--- config.mk ---
export PLATFORM = sky130hd
export DESIGN_NAME = length_framed_byte_receiver
export DESIGN_NICKNAME = d
export VERILOG_FILES = /design/src/rtl/core/lfbr_pkg.sv /design/src/rtl/core/lfbr_ctrl.sv /design/src/rtl/core/lfbr_datapath.sv /design/src/rtl/core/length_framed_byte_receiver.sv
export SDC_FILE = /design/constraint.sdc
export NUM_CORES = 1
export LEC_CHECK = 0
export ABC_CLOCK_PERIOD_IN_PS = 3100
export BUFFER_PORTS_ARGS = -buffer_cell sky130_fd_sc_hd__buf_2
export CAP_MARGIN = 20
export CORE_MARGIN = 3
export CORE_UTILIZATION = 46
export DETAILED_ROUTE_END_ITERATION = 10
export PLACE_DENSITY = 0.62
export SLEW_MARGIN = 20
export SYNTH_ARGS = -nofsm -noshare
export SYNTH_HDL_FRONTEND = slang
export SYNTH_SLANG_ARGS = --single-unit
--- constraint.sdc ---
create_clock -name clk -period 3.1 [get_ports clk]
set_input_delay 0.155 -clock clk [delete_from_list [all_inputs] [get_ports clk]]
set_output_delay 0.155 -clock clk [all_outputs]
set_load 0.05 [all_outputs]
--- src/rtl/core/lfbr_pkg.sv ---
// ----------------------------------------------------------------------------
// lfbr_pkg
// types and constants shared by the length framed byte receiver modules
// ----------------------------------------------------------------------------
`default_nettype none

package lfbr_pkg;

    localparam int unsigned BYTE_W      = 8;
    localparam int unsigned LIMIT_W     = 6;
    localparam int unsigned INDEX_W     = 6;
    localparam int unsigned CFG_INDEX_W = 2;
    localparam int unsigned CFG_DATA_W  = 8;

    // wide enough for any count, length byte plus header, or limit compare
    localparam int unsigned CMP_W = 10;

    localparam logic [BYTE_W-1:0]  SYNC_BYTE_RESET      = 8'hEF;
    localparam logic [LIMIT_W-1:0] OVERFLOW_LIMIT_RESET = 6'd50;

    localparam logic [CFG_INDEX_W-1:0] REG_SYNC_BYTE      = 2'd0;
    localparam logic [CFG_INDEX_W-1:0] REG_OVERFLOW_LIMIT = 2'd1;

    localparam logic OP_BYTE    = 1'b0;
    localparam logic OP_RELEASE = 1'b1;

    typedef struct packed {
        logic              op;
        logic [BYTE_W-1:0] rx_byte;
    } item_t;

    typedef struct packed {
        logic [BYTE_W-1:0]  frame_byte;
        logic [INDEX_W-1:0] byte_index;
        logic               last;
    } result_t;

    typedef enum logic [1:0] {
        ST_IDLE,
        ST_RECV,
        ST_EMIT,
        ST_HOLD
    } state_t;

    typedef struct packed {
        logic clear;
        logic start;
        logic store;
        logic emit_start;
        logic emit;
    } cmd_t;

    typedef struct packed {
        logic sync_match;
        logic full;
        logic complete;
        logic overflow;
        logic emit_done;
    } status_t;

endpackage

`default_nettype wire

--- src/rtl/core/lfbr_ctrl.sv ---
// ----------------------------------------------------------------------------
// lfbr_ctrl
// frame state machine: hunts for sync, receives, walks out the frame, holds
// ----------------------------------------------------------------------------
`default_nettype none

module lfbr_ctrl
(
    input  wire logic             clk,
    input  wire logic             rst_n,
    input  wire logic             item_valid,
    input  wire logic             item_op,
    output logic                  item_stall,
    input  wire lfbr_pkg::status_t status,
    output lfbr_pkg::cmd_t        cmd
);

    lfbr_pkg::state_t state_reg;
    lfbr_pkg::state_t state_next;
    logic             accept;

    assign item_stall = (state_reg == lfbr_pkg::ST_EMIT);
    assign accept     = item_valid && !item_stall;

    always_ff @(posedge clk or negedge rst_n)
    begin
        if (!rst_n)
        begin
            state_reg <= lfbr_pkg::ST_IDLE;
        end
        else
        begin
            state_reg <= state_next;
        end
    end

    always_comb
    begin
        state_next = state_reg;
        cmd        = '0;
        unique case (state_reg)
            lfbr_pkg::ST_IDLE:
            begin
                if (accept)
                begin
                    if (item_op == lfbr_pkg::OP_RELEASE)
                    begin
                        cmd.clear = 1'b1;
                    end
                    else if (status.sync_match)
                    begin
                        cmd.start  = 1'b1;
                        state_next = lfbr_pkg::ST_RECV;
                    end
                end
            end
            lfbr_pkg::ST_RECV:
            begin
                if (accept)
                begin
                    if (item_op == lfbr_pkg::OP_RELEASE || status.full)
                    begin
                        cmd.clear  = 1'b1;
                        state_next = lfbr_pkg::ST_IDLE;
                    end
                    else
                    begin
                        cmd.store = 1'b1;
                        // completion wins over overflow on the same byte
                        if (status.complete)
                        begin
                            cmd.emit_start = 1'b1;
                            state_next     = lfbr_pkg::ST_EMIT;
                        end
                        else if (status.overflow)
                        begin
                            cmd.clear  = 1'b1;
                            state_next = lfbr_pkg::ST_IDLE;
                        end
                    end
                end
            end
            lfbr_pkg::ST_EMIT:
            begin
                cmd.emit = 1'b1;
                if (status.emit_done)
                begin
                    state_next = lfbr_pkg::ST_HOLD;
                end
            end
            lfbr_pkg::ST_HOLD:
            begin
                if (accept && item_op == lfbr_pkg::OP_RELEASE)
                begin
                    cmd.clear  = 1'b1;
                    state_next = lfbr_pkg::ST_IDLE;
                end
            end
            default:
            begin
                state_next = lfbr_pkg::ST_IDLE;
            end
        endcase
    end

endmodule

`default_nettype wire

--- src/rtl/core/lfbr_datapath.sv ---
// ----------------------------------------------------------------------------
// lfbr_datapath
// config registers, byte counter, frame store and the result register
// ----------------------------------------------------------------------------
`default_nettype none

module lfbr_datapath
#(
    parameter int unsigned FRAME_DEPTH  = 64,
    parameter int unsigned LENGTH_POS   = 8,
    parameter int unsigned HEADER_EXTRA = 9
)
(
    input  wire logic                                  clk,
    input  wire logic                                  rst_n,
    input  wire logic                                  cfg_we,
    input  wire logic [lfbr_pkg::CFG_INDEX_W-1:0]      cfg_index,
    input  wire logic [lfbr_pkg::CFG_DATA_W-1:0]       cfg_data,
    input  wire logic [lfbr_pkg::BYTE_W-1:0]           rx_byte,
    input  wire lfbr_pkg::cmd_t                        cmd,
    output lfbr_pkg::status_t                          status,
    output logic                                       result_valid,
    input  wire logic                                  result_stall,
    output lfbr_pkg::result_t                          result
);

    localparam int unsigned ADDR_W = $clog2(FRAME_DEPTH);
    localparam int unsigned CNT_W  = $clog2(FRAME_DEPTH + 1);
    localparam int unsigned CMP_W  = lfbr_pkg::CMP_W;

    logic [lfbr_pkg::BYTE_W-1:0]  sync_reg;
    logic [lfbr_pkg::LIMIT_W-1:0] limit_reg;
    logic [CNT_W-1:0]             count_reg;
    logic [CNT_W-1:0]             count_inc;
    logic [CNT_W-1:0]             idx_reg;
    logic [lfbr_pkg::BYTE_W-1:0]  first_reg;
    logic [lfbr_pkg::BYTE_W-1:0]  len_reg;
    logic [lfbr_pkg::BYTE_W-1:0]  len_byte;
    logic [lfbr_pkg::BYTE_W-1:0]  store_mem [FRAME_DEPTH];
    logic                         wr_en;
    logic [ADDR_W-1:0]            wr_addr;
    logic                         rd_fire;
    logic                         result_valid_reg;
    lfbr_pkg::result_t            result_reg;
    logic [CNT_W+5:0]             idx_wide;
    logic [CMP_W-1:0]             count_inc_w;
    logic [CMP_W-1:0]             frame_len_w;

    // configuration
    always_ff @(posedge clk or negedge rst_n)
    begin
        if (!rst_n)
        begin
            sync_reg  <= lfbr_pkg::SYNC_BYTE_RESET;
            limit_reg <= lfbr_pkg::OVERFLOW_LIMIT_RESET;
        end
        else if (cfg_we)
        begin
            case (cfg_index)
                lfbr_pkg::REG_SYNC_BYTE:
                begin
                    sync_reg <= cfg_data;
                end
                lfbr_pkg::REG_OVERFLOW_LIMIT:
                begin
                    limit_reg <= cfg_data[lfbr_pkg::LIMIT_W-1:0];
                end
                default:
                begin
                end
            endcase
        end
    end

    // frame status for the byte being offered
    assign count_inc   = count_reg + CNT_W'(1);
    assign count_inc_w = CMP_W'(count_inc);
    // length byte arrives now or was captured earlier
    assign len_byte    = (CMP_W'(count_reg) == CMP_W'(LENGTH_POS)) ? rx_byte : len_reg;
    assign frame_len_w = CMP_W'(len_byte) + CMP_W'(HEADER_EXTRA);

    assign status.sync_match = (rx_byte == sync_reg);
    assign status.full       = (CMP_W'(count_reg) >= CMP_W'(FRAME_DEPTH));
    assign status.complete   = (count_inc_w > CMP_W'(LENGTH_POS))
                             && (first_reg == sync_reg)
                             && (count_inc_w == frame_len_w);
    assign status.overflow   = (count_inc_w > CMP_W'(limit_reg))
                             || (count_inc_w >= CMP_W'(FRAME_DEPTH));
    assign status.emit_done  = (idx_reg == count_reg);

    always_ff @(posedge clk or negedge rst_n)
    begin
        if (!rst_n)
        begin
            count_reg <= '0;
            idx_reg   <= '0;
        end
        else
        begin
            if (cmd.clear)
            begin
                count_reg <= '0;
            end
            else if (cmd.start)
            begin
                count_reg <= CNT_W'(1);
            end
            else if (cmd.store)
            begin
                count_reg <= count_inc;
            end

            if (cmd.emit_start)
            begin
                idx_reg <= '0;
            end
            else if (rd_fire)
            begin
                idx_reg <= idx_reg + CNT_W'(1);
            end
        end
    end

    always_ff @(posedge clk)
    begin
        if (cmd.start)
        begin
            first_reg <= rx_byte;
        end
        if (cmd.store && CMP_W'(count_reg) == CMP_W'(LENGTH_POS))
        begin
            len_reg <= rx_byte;
        end
    end

    // frame store write port
    assign wr_en   = cmd.start || cmd.store;
    assign wr_addr = cmd.start ? '0 : count_reg[ADDR_W-1:0];

    always_ff @(posedge clk)
    begin
        if (wr_en)
        begin
            store_mem[wr_addr] <= rx_byte;
        end
    end

    // frame store read port feeds the result register directly
    assign rd_fire  = cmd.emit && (idx_reg < count_reg)
                    && (!result_valid_reg || !result_stall);
    assign idx_wide = {6'b0, idx_reg};

    always_ff @(posedge clk)
    begin
        if (rd_fire)
        begin
            result_reg.frame_byte <= store_mem[idx_reg[ADDR_W-1:0]];
            result_reg.byte_index <= idx_wide[lfbr_pkg::INDEX_W-1:0];
            result_reg.last       <= (CMP_W'(idx_reg) + CMP_W'(1) == CMP_W'(count_reg));
        end
    end

    always_ff @(posedge clk or negedge rst_n)
    begin
        if (!rst_n)
        begin
            result_valid_reg <= 1'b0;
        end
        else if (rd_fire)
        begin
            result_valid_reg <= 1'b1;
        end
        else if (!result_stall)
        begin
            result_valid_reg <= 1'b0;
        end
    end

    assign result_valid = result_valid_reg;
    assign result       = result_reg;

    a_count_in_range: assert property (@(posedge clk) disable iff (!rst_n)
        CMP_W'(count_reg) <= CMP_W'(FRAME_DEPTH))
        else $error("byte count beyond frame store depth");

    a_store_not_full: assert property (@(posedge clk) disable iff (!rst_n)
        cmd.store |-> (CMP_W'(count_reg) < CMP_W'(FRAME_DEPTH)))
        else $error("store request with frame store full");

    a_single_write: assert property (@(posedge clk) disable iff (!rst_n)
        !(cmd.start && cmd.store))
        else $error("start and store requested together");

    a_read_in_frame: assert property (@(posedge clk) disable iff (!rst_n)
        rd_fire |-> (idx_reg < count_reg) && !cmd.store && !cmd.start)
        else $error("frame read outside frame or during receive");

    a_last_ends_walk: assert property (@(posedge clk) disable iff (!rst_n)
        rd_fire && (CMP_W'(idx_reg) + CMP_W'(1) == CMP_W'(count_reg))
            |=> result_valid && result.last)
        else $error("last byte not flagged");

endmodule

`default_nettype wire

--- src/rtl/core/length_framed_byte_receiver.sv ---
// ----------------------------------------------------------------------------
// length_framed_byte_receiver
// assembles length prefixed command frames from a byte stream
// ----------------------------------------------------------------------------
// item channel (item_valid / item_stall / item): op selects a received byte
// or a release. while idle a byte equal to the sync register opens a frame;
// later bytes are stored until the count equals the length byte plus the
// header size, then the frame is sent on the result channel.
// one item is taken per cycle while receiving, idle or holding.
// result channel (result_valid / result_stall / result): one request per
// frame byte with its index, last set on the final byte. the first byte is
// valid after the state register enters the emit state and the frame store
// read loads the result register, then one byte per cycle while not stalled,
// paced by the single frame store read port; item_stall is high during the walk.
// after the walk the block holds and drops bytes until a release item.
// a frame that passes the overflow limit or fills the store before it completes is dropped.
// config port: cfg_we / cfg_index / cfg_data; the user writes it only while no frame
// bytes are pending, which the block does not enforce; writes to unknown indexes are ignored.
// reset: idle, sync byte 0xef, overflow limit 50, no result pending.
// a stalled result holds its byte; the walk simply pauses.
// ----------------------------------------------------------------------------
`default_nettype none

module length_framed_byte_receiver
#(
    parameter int unsigned FRAME_DEPTH  = 64,
    parameter int unsigned LENGTH_POS   = 8,
    parameter int unsigned HEADER_EXTRA = 9
)
(
    input  wire logic                             clk,
    input  wire logic                             rst_n,
    input  wire logic                             cfg_we,
    input  wire logic [lfbr_pkg::CFG_INDEX_W-1:0] cfg_index,
    input  wire logic [lfbr_pkg::CFG_DATA_W-1:0]  cfg_data,
    input  wire logic                             item_valid,
    output logic                                  item_stall,
    input  wire lfbr_pkg::item_t                  item,
    output logic                                  result_valid,
    input  wire logic                             result_stall,
    output lfbr_pkg::result_t                     result
);

    lfbr_pkg::cmd_t    cmd;
    lfbr_pkg::status_t status;

    lfbr_ctrl u_ctrl
    (
        .clk        (clk),
        .rst_n      (rst_n),
        .item_valid (item_valid),
        .item_op    (item.op),
        .item_stall (item_stall),
        .status     (status),
        .cmd        (cmd)
    );

    lfbr_datapath
    #(
        .FRAME_DEPTH  (FRAME_DEPTH),
        .LENGTH_POS   (LENGTH_POS),
        .HEADER_EXTRA (HEADER_EXTRA)
    )
    u_datapath
    (
        .clk          (clk),
        .rst_n        (rst_n),
        .cfg_we       (cfg_we),
        .cfg_index    (cfg_index),
        .cfg_data     (cfg_data),
        .rx_byte      (item.rx_byte),
        .cmd          (cmd),
        .status       (status),
        .result_valid (result_valid),
        .result_stall (result_stall),
        .result       (result)
    );

endmodule

`default_nettype wire
# == After elaboration in Yosys (flattened, before gate mapping) ==
# Memory sizes are Yosys's and may differ from the RTL's. A register that Yosys moved wholly into a read port is not among the register bits.
# Cells that the tools add are included.
# op_classes
n_reduce_logical,21
mux,37
addsub,4
n_eq_ne,18
n_lt_le_gt_ge,5
# op_table
op,n
2-to-1 mux 7 bit,5
2-to-1 mux 2 bit,13
== test 8 bit,2
2-to-1 mux 1 bit,15
adder 7 x 1 -> 7 bit (second input constant),2
greater-or-equal comparator 7 bit (second input constant),2
== test 10 x 7 -> 1 bit,1
== test 7 x 10 -> 1 bit,1
adder 8 x 4 -> 9 bit (second input constant),1
adder 7 x 1 -> 8 bit (second input constant),1
2-to-1 mux 8 bit,1
!= test 2 x 1 -> 1 bit (second input constant),4
one-hot mux 2 bit (4 select lines),1
== test 7 x 4 -> 1 bit (second input constant),1
== test 7 bit,1
greater-than comparator 7 x 4 -> 1 bit (second input constant),1
greater-than comparator 7 x 6 -> 1 bit,1
logical AND 1 bit,7
< comparator 7 bit,1
AND reduction 7 bit,1
2-to-1 mux 6 bit,1
!= test 2 bit (second input constant),3
== test 2 x 1 -> 1 bit (second input constant),2
== test 2 bit (second input constant),2
other kinds (8),15
# word_totals
ram_bits,512
in_bits,24
out_inout_bits,17
elab_cells,96
reg_bits,54
memories,1
# memory_table
name,words,width,read_ports,rd_ports_with_merged_regs,write_ports,line,rtl
u_datapath.store_mem,64,8,1,1,1,lfbr_datapath.sv:39,logic [lfbr_pkg::BYTE_W-1:0] store_mem [FRAME_DEPTH];

# == Logic depth before layout (Yosys ltp) ==
# Gate-level depths: netlist of run 1.
# depth
word_depth,12
ltp_mapped,13

# == By module ==
# A second synthesis of run 1 with hierarchy kept.
# unflattened
hier_cells,1135
area_unflattened_um2,23259.8
# by_module_without_submodules
mod,seq_area_each_um2,cells_per_inst,instances,area_per_inst_um2
lfbr_datapath,17043.8,1113,1,23045.9
lfbr_ctrl,50.0,22,1,214.0

# == Worst setup path before layout of run 1 ==
# No wires, ideal clock.
# synth_path
path_type,register to register
start,register u_datapath.count_reg[1]
end,register u_datapath.count_reg[0]
path_buffers,1
path_slack_ns,-0.358
arrival_ns,3.364
stages_incl_launch_ff,14
cell_sequence,dfrtp_1 buf_2 inv_1 ha_1 nor3b_4 nand2_4 mux2_2 ha_1 xor2_1 nor4_1 nand4_1 nor4_4 o2111ai_2 a221oi_2
# synth_via
elab_chain_cells,10
elab_cells_between_ends,23
classes_between,add/sub: 2; order compare: 4; eq/ne: 2; mux: 10; reduce/logical: 5
# synth_lines
item,line,rtl
from (decl),lfbr_datapath.sv:33,logic [CNT_W-1:0] count_reg;
from (signal assigned),lfbr_datapath.sv:110,count_reg <= count_inc;
== test 7 x 4 -> 1 bit,lfbr_datapath.sv:79,assign len_byte = (CMP_W'(count_reg) == CMP_W'(LENGTH_POS)) ? rx_byte : len_reg;
2-to-1 mux 8 bit,lfbr_datapath.sv:79,
adder 8 x 4 -> 9 bit,lfbr_datapath.sv:80,assign frame_len_w = CMP_W'(len_byte) + CMP_W'(HEADER_EXTRA);
== test 7 x 10 -> 1 bit,lfbr_datapath.sv:86,&& (count_inc_w == frame_len_w);
logical AND 1 bit,lfbr_datapath.sv:86,
2-to-1 mux 1 bit,lfbr_ctrl.sv:70,if (status.complete)
2-to-1 mux 1 bit,lfbr_ctrl.sv:61,if (item_op == lfbr_pkg::OP_RELEASE || status.full)
2-to-1 mux 1 bit,lfbr_ctrl.sv:59,if (accept)
one-hot mux 1 bit (3 select lines),lfbr_ctrl.sv:41,unique case (state_reg)
nonzero test 3 bit (no line) / 2-to-1 mux 7 bit (equally long branches),--,
# Parallel ways exist; a longest one is shown, timed or not.
# A chain may end at the register's enable or synchronous reset.

# == Final worst setup path of run 1 ==
# layout_path
start,register u_datapath.count_reg[0]
end,register u_datapath.count_reg[0]
# Same word-level chain as after synthesis.

==> results of run 1 <==
## per-stage QoR
step | utilization | instances | total power, W | setup slack [ns] | hold WS, ns
6_report | 0.548 | 2061 | 0.0163 | 0.137 | 0.0852
5_1_grt | 0.548 | 2061 | 0.0168 | -0.0661 | 0.0776
4_1_cts | 0.547 | 2059 | 0.0164 | 0.0713 | 0.0493
3_5_place_dp | 0.507 | 1937 | 0.00959 | 0.0940 | 0.259
3_3_place_gp | 0.507 | 1937 | 0.00958 | 0.110 | 0.243
2_1_floorplan | - | 1147 | 0.00922 | 0.00305 | -0.141
## worst paths after layout
path	endpoint	slack (ns)	depth (start not counted)
worst max-delay path	u_datapath.count_reg[0]$_DFFE_PN0P_	0.14	12
min in group asynchronous	u_datapath.limit_reg[2]$_DFFE_PN0P_	0.15	2
worst min-delay path	u_datapath.sync_reg[7]$_DFFE_PN1P_	0.09	4
max in group asynchronous	u_datapath.idx_reg[1]$_DFFE_PN0P_	2.41	2
worst max register to register	u_datapath.count_reg[0]$_DFFE_PN0P_	0.14	12
worst min register to register	u_datapath.result_valid$_DFFE_PN0P_	0.51	2
## critical path: stages (launching register included)
cell and delay (ns):
dfrtp_2 0.42, inv_4 0.06, ha_4 0.13, or3b_4 0.40, o21ai_4 0.15, nand2_2 0.08, ha_4 0.24, xor2_1 0.15
nor4_1 0.18, nand4_1 0.19, nor4_4 0.35, o2111ai_4 0.24, a221oi_2 0.26
## synth_stat cells (2+ instances only)
master / number / area [sq um]
edfxtp_1: 543 / 16300
mux4_2: 168 / 3780
nor2_1: 87 / 327
clkbuf_1: 31 / 116
xor2_1: 27 / 236
inv_1: 22 / 82.6
a21oi_1: 21 / 105
dfrtp_1: 21 / 526
nand3_1: 21 / 105
ha_1: 18 / 225
mux2_2: 16 / 180
buf_2: 15 / 75.1
nand2_1: 15 / 56.3
xnor2_1: 14 / 123
dfstp_2: 10 / 263
o21ai_0: 10 / 50.1
nor3_1: 9 / 45.0
and3_1: 7 / 43.8
nand4_1: 7 / 43.8
buf_1: 5 / 18.8
mux2i_1: 5 / 50.1
a31oi_1: 4 / 25.0
nor4_1: 4 / 25.0
o21a_1: 4 / 30.0
or2_0: 4 / 25.0
a21o_1: 3 / 22.5
nor2b_1: 3 / 18.8
nor3b_1: 3 / 22.5
o211ai_1: 3 / 22.5
a211oi_2: 2 / 25.0
a22o_1: 2 / 17.5
a311o_1: 2 / 20.0
and2_1: 2 / 12.5
nand2b_1: 2 / 12.5
nand4b_1: 2 / 17.5
nor4b_2: 2 / 30.0
o22ai_1: 2 / 12.5
or3b_1: 2 / 17.5
## routing by layer
metal	wire, um	vias to the layer above	share of wire
met5	15	-	0.00028
met4	1580	2	0.029
met3	3210	102	0.059
met2	25700	362	0.47
met1	23600	6204	0.44
li1	-	5110	-
## power by group through the flow
stage | clock [W] | sequential [W] | combinational, W
floorplan | 0 | 0.00879 | 0.000430
global placement | 0 | 0.00881 | 0.000772
detailed placement | 0 | 0.00881 | 0.000783
CTS | 0.00698 | 0.00865 | 0.000806
global route | 0.00729 | 0.00865 | 0.000909
finish | 0.00685 | 0.00864 | 0.000827
## layout make-up
class	count	area, sq um	share of cell area
clock inverters	34	363	0.0132
well taps	672	841	0.0306
flip-flops and latches	574	17100	0.622
repair buffers	190	1510	0.0548
multi-input cells	498	6090	0.222
clock buffers	71	1490	0.0542
inverters	22	87.6	0.00319
## cell usage in the layout (no fill, tap or decap), drive strengths merged, types with 4 or more instances in the layout
cell type    Yosys  routed
a21oi           21      21
a31oi            4       4
and3             7       7
buf             22     173
bufinv           0       7
clkbuf          31      71
clkinv           0      25
dfrtp           21      21
dfstp           10      10
dlygate4sd3      0      17
edfxtp         543     543
ha              18      18
inv             22      23
mux2            16      16
mux2i            5       5
mux4           168     168
nand2           16      16
nand3           22      22
nand4            8       8
nor2            87      87
nor3             9       9
nor3b            5       5
nor4             5       5
o21a             4       4
o21ai           12      12
or2              4       4
xnor2           14      14
xor2            27      27
## cells by family (layout without fill, tap and decap cells)
kind of cell               Yosys count  after routing  share of synthesized area
DFF                                574            574                      0.730
muxes                              189            189                      0.171
and+or+nand+nor                    182            182                     0.0402
buffers and inverters               75            317                     0.0133
AOI/OAI and AO/OA                   67             67                     0.0197
xor gates and xnor gates            41             41                     0.0153
adders and majority gates           19             19                     0.0100
## timing repair
action / 4_1_cts / 5_1_grt
hold buffers: 17 / 0
endpoints found under the hold margin: 45 / 0
endpoints found under the setup margin: 0 / 16
setup buffers: 0 / 2
resized for setup: 0 / 5
==> flow_summary.json, run 1 <==
{
  "cts_buffer_depth": 3,
  "grt_max_degree": 69,
  "cts_tree": "built",
  "synth_area_sq_um": 23400,
  "io_pins": 41,
  "numCtsBuffers": 57,
  "detail_route.wl_per_cell_um": 26.3,
  "start_util": 0.467,
  "cp-start-kind": "flip-flop",
  "fin_nets": 1385,
  "slew_viol_final": 0,
  "cap_violations": 0,
  "drc": 0,
  "clockPowerShare": 0.420,
  "use_met1": 0.308,
  "gp_congestion": 0.845,
  "path_class": "flip-flop to flip-flop",
  "async_reset_ff_frac": 0.0540,
  "fin_crit_ns": 2.96,
  "leakage_nw": 9.07,
  "finalHoldViolations": 0,
  "synth_warnings": 0,
  "fin_area_sq_um": 27500,
  "grt_pass1_wl_mm": 80.8,
  "fp.dieH_um": 232,
  "busiest_layer": "met2",
  "track_usage": 0.208,
  "antenna_cells": 0,
  "ant_nets": 0,
  "synth_cell_types": 67,
  "end_kind": "flip-flop",
  "largest_reg_flops": 512,
  "max_freq_mhz": 337,
  "ir_drop_mv": 0.384,
  "setup_viol": 0,
  "cts_root_buffer": "clkbuf_16",
  "ys_seq_area_frac": 0.730,
  "syn_inst": 1147,
  "tightest_slew_ns": 0.916,
  "antenna_found_initial": 1,
  "placed_area_sq_um": 25400,
  "fillers": 3793,
  "vias_per_cell": 5.72,
  "drtIter0Drc": 1090,
  "portBuffers": 40,
  "max_slew_margin": 0.387,
  "path_clk_slew_ns": 0.06,
  "dr.pass1.iters": 5,
  "clkLatencyLatePin_ns": 0.62,
  "fin_crit_sh": 0.956,
  "powerDensity_nw_per_um2": 594,
  "die_w_um": 232,
  "timing.rr.start": "u_datapath.count_reg[0]$_DFFE_PN0P_",
  "design.core.area_sq_um": 50200,
  "syn2layout_area_growth_pct": 17.4,
  "rsz0062_at_grt": "yes",
  "required_ns": 3.62,
  "pwr-share-comb": 0.051,
  "grt_pass1_vias": 12101,
  "met3_usage": 0.0332,
  "finalWirelength_mm": 54.2,
  "intPower_w": 0.0129,
  "synth_fp_nets": 1189,
  "critPathMaxFanout": 7,
  "status": "complete, no violations",
  "swShare": 0.210,
  "switching_power_w": 0.00342,
  "hold_start": "cfg_index[1]",
  "ys.flop_type": "edfxtp_1",
  "worstHoldPathType": "input pin to flip-flop",
  "fin_setup_tns_ns": 0,
  "grt.overflow.total": 0,
  "dp_hpwl_mm": 34.3,
  "synth_edf_count": 543,
  "syn_area_per_cell_sq_um": 20.4,
  "layout-drive-gt1-share": 0.343,
  "cp-startpoint": "u_datapath.count_reg[0]$_DFFE_PN0P_",
  "htreeDepth": 2,
  "fin_skew_ns": 0.0214,
  "grt_use_met2": 0.321,
  "vias": 11780,
  "crit_arrival_ns": 3.49,
  "clock-sinks": 574,
  "num_rows": 82,
  "synth-seq-cells": 574,
  "p_seq_frac": 0.530,
  "die_area_sq_um": 53600
}
(Power assumes the default switching activity.)
==> inputs of run 2 (changes only) <==
--- a/config.mk
+++ b/config.mk
@@ -5,13 +5,14 @@
 export SDC_FILE = /design/constraint.sdc
 export NUM_CORES = 1
 export LEC_CHECK = 0
-export ABC_CLOCK_PERIOD_IN_PS = 3100
+export ABC_CLOCK_PERIOD_IN_PS = 2400
 export BUFFER_PORTS_ARGS = -buffer_cell sky130_fd_sc_hd__buf_2
 export CAP_MARGIN = 20
 export CORE_MARGIN = 3
 export CORE_UTILIZATION = 46
 export DETAILED_ROUTE_END_ITERATION = 10
 export PLACE_DENSITY = 0.62
+export RECOVER_POWER = 25
 export SLEW_MARGIN = 20
 export SYNTH_ARGS = -nofsm -noshare
 export SYNTH_HDL_FRONTEND = slang
==> constraint.sdc (replaced) <==
create_clock -name clk -period 2.4 [get_ports clk]
set_input_delay 0.6 -clock clk [delete_from_list [all_inputs] [get_ports clk]]
set_output_delay 0.6 -clock clk [all_outputs]
set_load 0.05 [all_outputs]
==> flow_summary.json, run 2 (synthesized netlist as in run 1, its figures left out) <==
{
  "drc": 0,
  "htreeDepth": 2,
  "layout_commonest_cell": "edfxtp_1",
  "fin_skew_ns": 0.0198,
  "path_clk_slew_ns": 0.06,
  "dp_hpwl_mm": 36.0,
  "num_rows": 82,
  "layout-drive-gt1-share": 0.430,
  "grt_pass1_wl_mm": 83.1,
  "setup_viol": 31,
  "numCtsBuffers": 57,
  "syn2layout_area_growth_pct": 24.8,
  "largest_reg_flops": 512,
  "finalPower_w": 0.0210,
  "vias": 12217,
  "clockPowerShare": 0.407,
  "drtIter0Drc": 1021,
  "required_ns": 2.94,
  "ant_nets": 0,
  "fin_nets": 1462,
  "clkLatencyLatePin_ns": 0.62,
  "p_seq_frac": 0.531,
  "antenna_found_initial": 2,
  "fin_setup_tns_ns": -9.68,
  "critPathTopFamily": "simple AND/OR/NAND/NOR gates",
  "crit_chain": "inv_4 -> ha_4 -> or3b_4 -> o21ai_4 -> nand2_2 -> ha_4 -> xor2_1 -> nor4_1 -> nand4_1 -> nor4_4 -> o2111ai_4 -> a211oi_2",
  "io_pins": 41,
  "slew_viol_final": 102,
  "swShare": 0.216,
  "powerDensity_nw_per_um2": 718,
  "timing.final.ws_setup_ns": -0.483,
  "start_util": 0.467,
  "tightest_slew_ns": 1.80,
  "grt_max_degree": 65,
  "rsz0062_at_grt": "yes",
  "portBuffers": 40,
  "max_slew_margin": -0.199,
  "status": "complete, but fails checks",
  "pwr-share-comb": 0.062,
  "grt.overflow.total": 0,
  "cts_buffer_depth": 3,
  "cts_tree": "built",
  "max_freq_mhz": 347,
  "crit_arrival_ns": 3.42,
  "critPathMaxFanout": 7,
  "switching_power_w": 0.00453,
  "final_core_utilization": 0.583,
  "detail_route.wl_per_cell_um": 26.3,
  "max_stage_delay_ns": 0.41,
  "violations": "capacitance limit, slew limit, setup timing",
  "cts_root_buffer": "clkbuf_16",
  "die_w_um": 232,
  "path_buf_inv": 1,
  "worstHoldPathType": "input pin to flip-flop",
  "cp-start-kind": "flip-flop",
  "end_kind": "flip-flop",
  "crit_slowest_cell": "dfrtp_1",
  "finalHoldViolations": 0,
  "fin_crit_ns": 2.88,
  "path_class": "flip-flop to flip-flop",
  "ir_drop_mv": 0.709,
  "clock-sinks": 574,
  "track_usage": 0.213,
  "cpMostUsedCell": "ha_4",
  "fp.dieH_um": 232,
  "dr.pass1.iters": 5,
  "layout_common_cells": "edfxtp_1 (543), mux4_2 (168), buf_4 (122), clkbuf_16 (58), buf_12 (45)",
  "finalWirelength_mm": 56.1,
  "design.core.area_sq_um": 50200,
  "antenna_cells": 0,
  "fin_crit_sh": 1.20,
  "die_area_sq_um": 53600,
  "grt_pass1_vias": 12459,
  "leakage_nw": 9.67,
  "vias_per_cell": 5.72,
  "intPower_w": 0.0165,
  "cap_violations": 3,
  "gp_congestion": 0.822
}
## run 2: cell types whose count changed in the layout (fill, tap and decap cells not counted), sizes merged
cell,previous run,this run
dlygate4sd3,17,0
clkinvlp,1,6
clkbuf,71,86
bufinv,7,4
bufbuf,0,1
inv,23,25
clkinv,25,26
buf,173,244
## run 2: timing repair
| action | in CTS | in global routing |
|---|---|---|
| setup endpoints to repair | 214 | 257 |
| gates resized for setup | 40 | 73 |
| endpoints found under the hold margin | 0 | 0 |
| buffers inserted | 9 | 16 |
| hold buffers | 0 | 0 |
| gates cloned | 11 | 2 |
| pin swaps | 5 | 31 |
## run 2: final cells by class
cell class	count	area [sq um]
Inverter	22	95.1
Clock buffer	64	1450
Tap cell	672	841
Sequential cell	574	17100
Timing Repair Buffer	267	2830
Multi-Input combinational cell	498	6560
Clock inverter	39	339
Fill cell	3655	20900
## run 2: power by group through the flow
stage               Combinational [W]  Sequential (W)  Clock [W]
global route                  0.00141          0.0112    0.00910
detailed placement            0.00119          0.0113          0
CTS                           0.00125          0.0111    0.00872
finish                        0.00131          0.0111    0.00853
floorplan                    0.000575          0.0114          0
global placement              0.00117          0.0113          0
## run 2: path summary, 6_finish.rpt
kind                                                     start                                  end  slack, ns  depth (start not counted)
max                        u_datapath.count_reg[1]$_DFFE_PN0P_  u_datapath.count_reg[6]$_DFFE_PN0P_      -0.48                         12
min                                                cfg_data[6]   u_datapath.sync_reg[6]$_DFFE_PN1P_       0.23                          2
max reg2reg                u_datapath.count_reg[1]$_DFFE_PN0P_  u_datapath.count_reg[6]$_DFFE_PN0P_      -0.48                         12
min reg2reg                u_datapath.result_valid$_DFFE_PN0P_  u_datapath.result_valid$_DFFE_PN0P_       0.50                          2
max in group asynchronous                                rst_n    u_datapath.idx_reg[0]$_DFFE_PN0P_       0.66                          1
min in group asynchronous                                rst_n  u_datapath.limit_reg[2]$_DFFE_PN0P_       0.46                          1
## run 2: through the flow
stage          setup WS, ns  std cells  instance area [sq um]  hold WS [ns]
6_report             -0.483       2136                  29200         0.228
3_3_place_gp         -0.526       2005                  26500         0.488
5_1_grt              -0.703       2136                  29200         0.205
2_1_floorplan        -0.673       1147                  23900         0.304
4_1_cts              -0.484       2127                  28900        0.0276
3_5_place_dp         -0.534       2005                  26500         0.494
## run 2: routing by layer
| metal | global-route usage | vias to the layer above | part of all wire |
|---|---|---|---|
| li1 | - | 5294 | - |
| met1 | 0.309 | 6464 | 0.43 |
| met2 | 0.342 | 394 | 0.49 |
| met3 | 0.0441 | 65 | 0.065 |
| met4 | 0.0409 | 0 | 0.017 |
| met5 | 0 | - | 0 |
==> inputs of run 3 (changes only) <==
--- a/config.mk
+++ b/config.mk
@@ -16,4 +16,5 @@
 export SLEW_MARGIN = 20
 export SYNTH_ARGS = -nofsm -noshare
 export SYNTH_HDL_FRONTEND = slang
+export SYNTH_HIERARCHICAL = 1
 export SYNTH_SLANG_ARGS = --single-unit
==> flow_summary.json, run 3 <==
{
  "dr.pass1.iters": 7,
  "vias": 11987,
  "cts_root_buffer": "clkbuf_16",
  "htreeDepth": 2,
  "ys_seq_area_frac": 0.735,
  "layout_commonest_cell": "edfxtp_1",
  "dp_hpwl_mm": 35.8,
  "synthSimpleGateAreaFrac": 0.0381,
  "cp-startpoint": "u_datapath/count_reg[0]$_DFFE_PN0P_",
  "synth_compound_area_frac": 0.0101,
  "async_reset_ff_frac": 0.0540,
  "synth_warnings": 6,
  "gp_congestion": 0.848,
  "synth.area.mux_share": 0.175,
  "layout-drive-gt1-share": 0.458,
  "timing.final.ws_setup_ns": -0.493,
  "rsz0062_at_grt": "yes",
  "crit_arrival_ns": 3.43,
  "portBuffers": 40,
  "ys.flop_type": "edfxtp_1",
  "design.core.area_sq_um": 49500,
  "syn2layout_area_growth_pct": 27.6,
  "drc": 0,
  "path_clk_slew_ns": 0.06,
  "synth_top_family_by_area": "multiplexers",
  "numCtsBuffers": 58,
  "synth_edf_count": 543,
  "finalHoldViolations": 0,
  "vias_per_cell": 5.67,
  "synth_fp_nets": 1177,
  "antenna_cells": 0,
  "ant_nets": 0,
  "path_class": "flip-flop to flip-flop",
  "start_util": 0.470,
  "timing.rr.start": "u_datapath/count_reg[0]$_DFFE_PN0P_",
  "fin_nets": 1446,
  "leakage_nw": 9.79,
  "critPathMaxFanout": 6,
  "fin_crit_ns": 2.89,
  "ir_drop_mv": 0.560,
  "largest_reg_flops": 512,
  "synth-seq-cells": 574,
  "fin_skew_ns": 0.0202,
  "layout_common_cells": "edfxtp_1 (543), mux4_2 (168), buf_4 (95), buf_12 (69)",
  "hold_start": "cfg_data[7]",
  "synthTopCellsByCount": "edfxtp_1 (543), mux4_2 (168), nor2_1 (100), clkbuf_1 (30), xnor2_1 (29)",
  "setup_viol": 333,
  "status": "complete, but fails checks",
  "required_ns": 2.93,
  "fin_crit_sh": 1.21,
  "worstHoldPathType": "input pin to flip-flop",
  "grt_max_degree": 67,
  "final_core_utilization": 0.600,
  "grt.overflow.total": 0,
  "finalWirelength_mm": 55.1,
  "fp.dieH_um": 231,
  "cts_tree": "built",
  "cap_violations": 1,
  "track_usage": 0.212,
  "io_pins": 41,
  "grt_pass1_vias": 12432,
  "end_kind": "flip-flop",
  "synth_top_area_cell": "edfxtp_1",
  "detail_route.wl_per_cell_um": 26.1,
  "synth_area_leaders": "edfxtp_1 (70%), mux4_2 (16%), dfrtp_1 (2.3%), nor2_1 (1.6%), dfstp_2 (1.1%)",
  "antenna_found_initial": 1,
  "drtIter0Drc": 1058,
  "max_slew_margin": -0.186,
  "yosys.area.top_type_share": 0.701,
  "syn_inst": 1135,
  "cp-start-kind": "flip-flop",
  "slew_viol_final": 32,
  "synth_cell_types": 53,
  "tightest_slew_ns": 1.78,
  "max_freq_mhz": 346,
  "clkLatencyLatePin_ns": 0.62,
  "violations": "capacitance limit, slew limit, setup timing",
  "syn_area_per_cell_sq_um": 20.5,
  "die_w_um": 231,
  "num_rows": 81,
  "synth_fa_ha_area_frac": 0.00968,
  "die_area_sq_um": 53300,
  "synth-xor-area-share": 0.0185,
  "synth.most_common_cell": "edfxtp_1",
  "powerDensity_nw_per_um2": 693,
  "clock-sinks": 574,
  "dp_slack_ns": -0.667,
  "r2r_slack_ns": -0.49,
  "synth_area_sq_um": 23300,
  "cts_buffer_depth": 3,
  "grt_pass1_wl_mm": 82.9
}
==> run 3: changes by cell type in the layout (fill, tap and decap cells not counted), sizes merged, moves of 6 or more <==
| cell | before | now |
|---|---|---|
| xnor2 | 14 | 29 |
| nor2 | 87 | 100 |
| a21oi | 21 | 9 |
| nand2 | 16 | 27 |
| nand3 | 22 | 13 |
| xor2 | 27 | 20 |
| clkinvlp | 6 | 0 |
==> run 3: area by class of cell <==
class | instances | area (sq um)
Multi-Input combinational cell | 486 | 6810
Inverter | 21 | 90.1
Sequential cell | 574 | 17100
Clock buffer | 72 | 1600
Clock inverter | 34 | 293
Tap cell | 664 | 831
Timing Repair Buffer | 263 | 2950
Fill cell | 3599 | 19800
==> run 3: metal layers <==
layer,vias to the layer above,global-route usage,part of all wire
met4,0,0.0424,0.019
met3,78,0.0369,0.062
met5,-,0,0
met2,384,0.346,0.49
li1,5185,-,-
met1,6340,0.306,0.43
==> run 3: through the flow <==
stage | TNS [ns] | total power (W) | instances | cell area [sq um] | hold WS (ns)
floorplan | -105.19 | 0.0115 | 1135 | 24000 | 0.304
finish | -25.76 | 0.0206 | 2114 | 29700 | 0.230
detailed placement | -234.54 | 0.0119 | 1953 | 26400 | 0.496
global route | -51.94 | 0.0212 | 2114 | 29700 | 0.225
global placement | -259.22 | 0.0119 | 1953 | 26400 | 0.483
CTS | -14.64 | 0.0207 | 2100 | 29300 | 0.0450
==> run 3: cell families after synthesis <==
kind of cell | after synthesis
buffers and inverters | 75
AO/OA/AOI/OAI | 37
flip-flops | 574
XOR/XNOR | 49
AND/OR/NAND/NOR | 188
multiplexers | 194
adder cells (fa/ha/maj) | 18
==> run 3: critical path: stages (launching register included) <==
cell	delay, ns
dfrtp_2	0.41
inv_2	0.08
ha_4	0.14
nand4_4	0.13
mux2_4	0.35
ha_4	0.16
inv_4	0.05
xnor2_2	0.11
xnor2_1	0.13
nand4_1	0.17
a2111oi_4	0.38
nor2b_1	0.09
o21ai_1	0.15
a221oi_2	0.08
or2_4	0.29
nor2_1	0.11
==> run 3: report_power, final <==
part           internal, W  switching, W
Sequential          0.0110     0.0000420
Combinational     0.000246      0.000381
Clock              0.00515       0.00373
Total               0.0164       0.00415
==> run 3: final timing paths <==
path,to,cells after the start
min in group asynchronous,u_datapath/sync_reg[4]$_DFFE_PN0P_,1
max reg2reg,u_datapath/count_reg[3]$_DFFE_PN0P_,15
min,u_datapath/sync_reg[7]$_DFFE_PN1P_,2
min reg2reg,u_datapath/result_valid$_DFFE_PN0P_,2
max,u_datapath/count_reg[3]$_DFFE_PN0P_,15
max in group asynchronous,u_datapath/idx_reg[1]$_DFFE_PN0P_,1
==> run 3: what timing repair did <==
action                                  CTS  global route
resized for setup                        86            71
buffers inserted                         36            25
hold buffers                              0             0
cloned                                    5             0
endpoints found under the hold margin     0             0
pin swaps                                51            40
endpoints found under the setup margin  493           508
